[src/rtl/core/vfc_ram.sv]
// Generic single-write, single-read synchronous RAM with registered read data.
`default_nettype none
module vfc_ram #(
    parameter int WIDTH = 32,
    parameter int DEPTH = 16
) (
    input  wire logic                     i_clk,
    input  wire logic                     i_we,
    input  wire logic [$clog2(DEPTH)-1:0] i_waddr,
    input  wire logic [WIDTH-1:0]         i_wdata,
    input  wire logic [$clog2(DEPTH)-1:0] i_raddr,
    output logic      [WIDTH-1:0]         o_rdata
);
    logic [WIDTH-1:0] r_mem [DEPTH];

    always_ff @(posedge i_clk) begin
        if (i_we) begin
            r_mem[i_waddr] <= i_wdata;
        end
        o_rdata <= r_mem[i_raddr];
    end
endmodule
`default_nettype wire

[config.mk]
export PLATFORM = sky130hd
export DESIGN_NAME = vfc_ram
export DESIGN_NICKNAME = d
export VERILOG_FILES = /design/src/rtl/core/vfc_ram.sv
export SDC_FILE = /design/constraint.sdc
export NUM_CORES = 1
export LEC_CHECK = 0
export BUFFER_PORTS_ARGS = -buffer_cell sky130_fd_sc_hd__buf_2
export CAP_MARGIN = 30
export CORE_MARGIN = 3
export CORE_UTILIZATION = 45
export CTS_CLUSTER_DIAMETER = 40
export DETAILED_ROUTE_END_ITERATION = 12
export GPL_TIMING_DRIVEN = 0
export MAX_ROUTING_LAYER = met4
export PLACE_DENSITY = 0.69
export SETUP_SLACK_MARGIN = 0.4
export SLEW_MARGIN = 0
export SYNTH_ARGS = -nofsm -noshare
export SYNTH_HDL_FRONTEND = slang
export SYNTH_SLANG_ARGS = --single-unit
[constraint.sdc]
create_clock -name i_clk -period 4.71 [get_ports i_clk]
set_input_delay 0.942 -clock i_clk [delete_from_list [all_inputs] [get_ports i_clk]]
set_output_delay 0.942 -clock i_clk [all_outputs]
set_load 0.02 [all_outputs]
==> flow_summary.html <==
<table>
<tr><th>Metric</th><th>Value</th></tr>
<tr><th colspan="2">Floorplanning</th></tr>
<tr><td>CORE AREA</td><td>~43000 sq um</td></tr>
<tr><td>Die width</td><td>around 220 um</td></tr>
<tr><td>Number of I/O pins</td><td>74</td></tr>
<tr><td>Initial standard-cell utilization of the core</td><td>0.458</td></tr>
<tr><td>Die area</td><td>~47000 sq um</td></tr>
<tr><td>Number of rows in the core area</td><td>76</td></tr>
<tr><td>Die Y-Extent</td><td>between 200 and 250 um</td></tr>
<tr><th colspan="2">Timing</th></tr>
<tr><td>Share of the clock period used by the worst path after layout</td><td>0.506</td></tr>
<tr><td>Unrepaired setup endpoints after global routing</td><td>false</td></tr>
<tr><td>Pins over their slew limit</td><td>0</td></tr>
<tr><td>Relative slew slack</td><td>0.374</td></tr>
<tr><td>Max Fclk</td><td>approximately 420 MHz</td></tr>
<tr><td>Total negative setup slack</td><td>0 ns</td></tr>
<tr><td>Final hold violation count</td><td>0</td></tr>
<tr><td>Setup-failing EPs final</td><td>0</td></tr>
<tr><td>Actual slew at the worst max-slew pin</td><td>roughly 0.94 ns</td></tr>
<tr><td>Max Clock Skew</td><td>roughly 0.021 ns</td></tr>
<tr><td>Time the final worst path needs with I/O delays and setup</td><td>2.38 ns</td></tr>
<tr><th colspan="2">Final layout</th></tr>
<tr><td>Multi-input logic area</td><td>3730 sq um</td></tr>
<tr><td>Sequential cell area in the final layout</td><td>roughly 16000 sq um</td></tr>
<tr><td>Fin nets</td><td>1041</td></tr>
<tr><td>Filler cell count in the final layout</td><td>roughly 3200</td></tr>
<tr><td>Share of layout cells above drive strength 1</td><td>0.346</td></tr>
<tr><td>Synth-to-Final Area Change</td><td>19.0%</td></tr>
<tr><th colspan="2">Setup path</th></tr>
<tr><td>Arrival time of the worst setup path</td><td>about 2.7 ns</td></tr>
<tr><td>List of cells traversed by the critical path</td><td>buf_2 &gt; or3b_2 &gt; nor3_2 &gt; buf_6 &gt; buf_6</td></tr>
<tr><td>Buffering stage count on the worst path with inverters included</td><td>3</td></tr>
<tr><td>Data required time at the worst endpoint</td><td>~5.0 ns</td></tr>
<tr><td>Kind of cell with the highest combined delay on the critical path</td><td>simple AND/OR/NAND/NOR gates</td></tr>
<tr><td>CP Max Fanout</td><td>9</td></tr>
<tr><td>Critical-path cell with the highest stage delay</td><td>or3b_2</td></tr>
<tr><td>Critical setup path kind</td><td>input port to register</td></tr>
<tr><td>Crit path top cell by count</td><td>buf_6</td></tr>
<tr><td>Launching point of the worst reg2reg path</td><td>r_mem[8][19]$_DFFE_PP_</td></tr>
<tr><td>CP Capture Type</td><td>register</td></tr>
<tr><td>Largest stage delay on the critical path</td><td>just under 0.6 ns</td></tr>
<tr><td>Critical path startpoint category</td><td>input port</td></tr>
<tr><td>Launching instance or port of the critical path</td><td>i_waddr[2]</td></tr>
<tr><th colspan="2">Synthesis</th></tr>
<tr><td>Share of async-settable or async-resettable flops after synthesis</td><td>0</td></tr>
<tr><td>Largest cells by area after synthesis</td><td>edfxtp_1 (77%), mux4_2 (15%), dfxtp_1 (3.2%)</td></tr>
<tr><td>Combined area of all synthesized cells</td><td>19900 sq um</td></tr>
<tr><td>Post-synthesis average cell area</td><td>23.7 sq um</td></tr>
<tr><td>Most frequent cell after synthesis</td><td>edfxtp_1</td></tr>
<tr><td>Commonest cells in the synthesized netlist</td><td>edfxtp_1 (512), mux4_2 (128), a22oi_1 (64), nand2_1 (33), dfxtp_1 (32)</td></tr>
<tr><td>Cell type with the largest total area after synthesis</td><td>edfxtp_1</td></tr>
<tr><td>Main synth FF type</td><td>edfxtp_1</td></tr>
<tr><td>Warnings, synthesis</td><td>0</td></tr>
<tr><td>Synth Net Count</td><td>880</td></tr>
<tr><td>Share of Yosys cell area claimed by the top area cell type</td><td>0.774</td></tr>
<tr><td>Number of register bits inferred by synthesis</td><td>about 540</td></tr>
<tr><td>Unique cell type count in the Yosys netlist</td><td>18</td></tr>
<tr><td>Number of enable flip-flop cells after synthesis</td><td>512</td></tr>
<tr><td>Cells after synthesis</td><td>around 840</td></tr>
<tr><td>Share of the yosys chip area belonging to registers</td><td>0.807</td></tr>
<tr><th colspan="2">Routing</th></tr>
<tr><td>Initial detailed-routing violation count</td><td>~1100</td></tr>
<tr><td>Remaining antenna violation count</td><td>0</td></tr>
<tr><td>Number of iterations in the first detailed-routing pass</td><td>7</td></tr>
<tr><td>Vias per cell</td><td>roughly 5.7</td></tr>
<tr><td>DRC viols</td><td>0</td></tr>
<tr><td>Via total after detailed routing</td><td>about 9300</td></tr>
<tr><td>Detailed-route wire length per cell</td><td>about 26 um</td></tr>
<tr><td>Total length of routed wires</td><td>43.1 mm</td></tr>
<tr><th colspan="2">Placed design</th></tr>
<tr><td>GP Congestion</td><td>about 0.7</td></tr>
<tr><td>PortBufs</td><td>71</td></tr>
<tr><td>HPWL after detailed placement</td><td>~26 mm</td></tr>
<tr><th colspan="2">Clock network</th></tr>
<tr><td>Register clock-pin slew on the reported worst setup and hold paths</td><td>around 0.06 ns</td></tr>
<tr><td>Root Buffer Master</td><td>clkbuf_16</td></tr>
<tr><td>Total of cells resized after clock tree synthesis</td><td>0</td></tr>
<tr><td>Clock net sink count</td><td>between 500 and 600</td></tr>
<tr><td>Inserted Clock Buffers</td><td>60</td></tr>
<tr><td>Bufs on Longest Clock Path</td><td>3</td></tr>
<tr><td>Insertion delay of the later-clocked pin in the worst-skew pair</td><td>0.60 ns</td></tr>
<tr><td>Hold bufs inserted after CTS</td><td>0</td></tr>
<tr><td>Post-CTS Setup Inserts</td><td>0</td></tr>
<tr><td>TritonCTS clock tree</td><td>done</td></tr>
<tr><td>CTS HTree Levels</td><td>2</td></tr>
<tr><th colspan="2">Pwr</th></tr>
<tr><td>Power Internal</td><td>around 8600 uW</td></tr>
<tr><td>Total power density per cell area</td><td>~460 nW/um^2</td></tr>
<tr><td>Total leakage power</td><td>roughly 0.0077 uW</td></tr>
<tr><td>Combinational power share</td><td>0.049</td></tr>
<tr><td>Sequential cell fraction of total power</td><td>0.504</td></tr>
<tr><td>Power consumption</td><td>between 10000 and 15000 uW</td></tr>
<tr><td>Switching pwr</td><td>2230 uW</td></tr>
<tr><td>Sw Ratio</td><td>0.207</td></tr>
<tr><td>Clock Power Share</td><td>0.447</td></tr>
<tr><td>Worst supply voltage drop on vdd</td><td>approximately 320 uV</td></tr>
<tr><th colspan="2">GRT</th></tr>
<tr><td>Maximum number of pins on one net before global-route repair</td><td>22</td></tr>
<tr><td>Total Routing Usage GR</td><td>0.192</td></tr>
<tr><td>Global-route wire length before repair</td><td>about 64 mm</td></tr>
<tr><td>GR Overflow Total</td><td>0</td></tr>
<tr><td>Via count of the first global-routing pass</td><td>just under 10000</td></tr>
<tr><td>Number of antenna violations at the first check in global routing</td><td>3</td></tr>
<tr><th colspan="2">Worst hold path</th></tr>
<tr><td>Hold Crit Class</td><td>register to register</td></tr>
<tr><td>Hold path startpoint</td><td>r_mem[15][4]$_DFFE_PP_</td></tr>
<tr><th colspan="2">Run</th></tr>
<tr><td># Max-Cap Violations</td><td>0</td></tr>
<tr><th colspan="2">Run status</th></tr>
<tr><td>Status</td><td>complete, no violations</td></tr>
</table>
[per-layer routing]
layer	global-route usage	vias to the layer above	wire length [um]
met5	-	-	0
met2	0.293	369	21100
met3	0.0431	61	3220
met4	0.0593	0	884
met1	0.264	4962	17900
li1	-	3926	-
[registers in the layout, indices dropped and copies added (netlist names)]
| name | count |
|---|---|
| r_mem | 512 |
| o_rdata | 32 |
[cell type report]
cell class | count | area share
Antenna cell | 4 | 0.000424
Buffer | 43 | 0.00942
Clock buffer | 80 | 0.0719
Clock inverter | 34 | 0.0170
Multi-Input combinational cell | 251 | 0.158
Sequential cell | 544 | 0.678
Tap cell | 585 | 0.0310
Timing Repair Buffer | 99 | 0.0350
[worst paths after layout]
kind | to | slack [ns] | cells past startpoint
min | o_rdata[4]$_DFF_P_ | 0.68 | 3
min reg2reg | o_rdata[4]$_DFF_P_ | 0.68 | 3
max reg2reg | o_rdata[19]$_DFF_P_ | 3.24 | 3
max | r_mem[0][6]$_DFFE_PP_ | 2.33 | 5
[layout by cell type, fill, tap and decap left out]
cell type	count
clkinv_4	2
edfxtp_1	512
a22oi_1	64
nand2_1	33
buf_8	3
clkbuf_8	8
clkinv_2	12
nand2b_1	2
mux4_2	128
diode_2	4
nand3b_1	2
bufinv_16	7
buf_12	6
clkinv_1	1
nor2_1	1
nor3_2	4
buf_6	14
clkbuf_1	27
nor2b_1	2
and2_1	1
nand3_1	1
buf_16	6
dfxtp_1	32
buf_2	75
nor2_4	12
clkinv_8	1
or3b_2	1
buf_1	9
inv_8	1
inv_6	6
clkbuf_16	62
clkinvlp_4	4
buf_4	12
[power groups by stage]
stage               Sequential [uW]  Clock (uW)  Combinational (uW)
CTS                            5440        4890                 539
global placement               5540           0                 503
detailed placement             5540           0                 536
global route                   5450        5100                 570
finish                         5440        4820                 531
floorplan                      5580           0                 260
[worst reg2reg max path: stages (launching register included)]
cell and delay (ns):
edfxtp_1 0.42, mux4_2 0.51, a22oi_1 0.28, nand2_1 0.12
[per-stage QoR]
stage / cell area, sq um / instances / setup slack (ns) / hold slack (ns) / utilization
CTS: 23600 / 1636 / 2.36 / 0.672 / 0.545
detailed placement: 21500 / 1522 / 1.72 / 0.660 / 0.496
finish: 23600 / 1640 / 2.33 / 0.678 / 0.545
floorplan: 19900 / 838 / 0.588 / 0.635 / -
global placement: 20900 / 1494 / -2.07 / 0.648 / 0.483
global route: 23600 / 1639 / 2.33 / 0.699 / 0.545
[logic make-up after synthesis]
family | Yosys count | synth area share
buf+inv | 43 | 0.0112
compound gates | 64 | 0.0242
flops | 544 | 0.807
mux | 128 | 0.145
simple gates | 59 | 0.0127
Power figures use the tool's default switching activity.
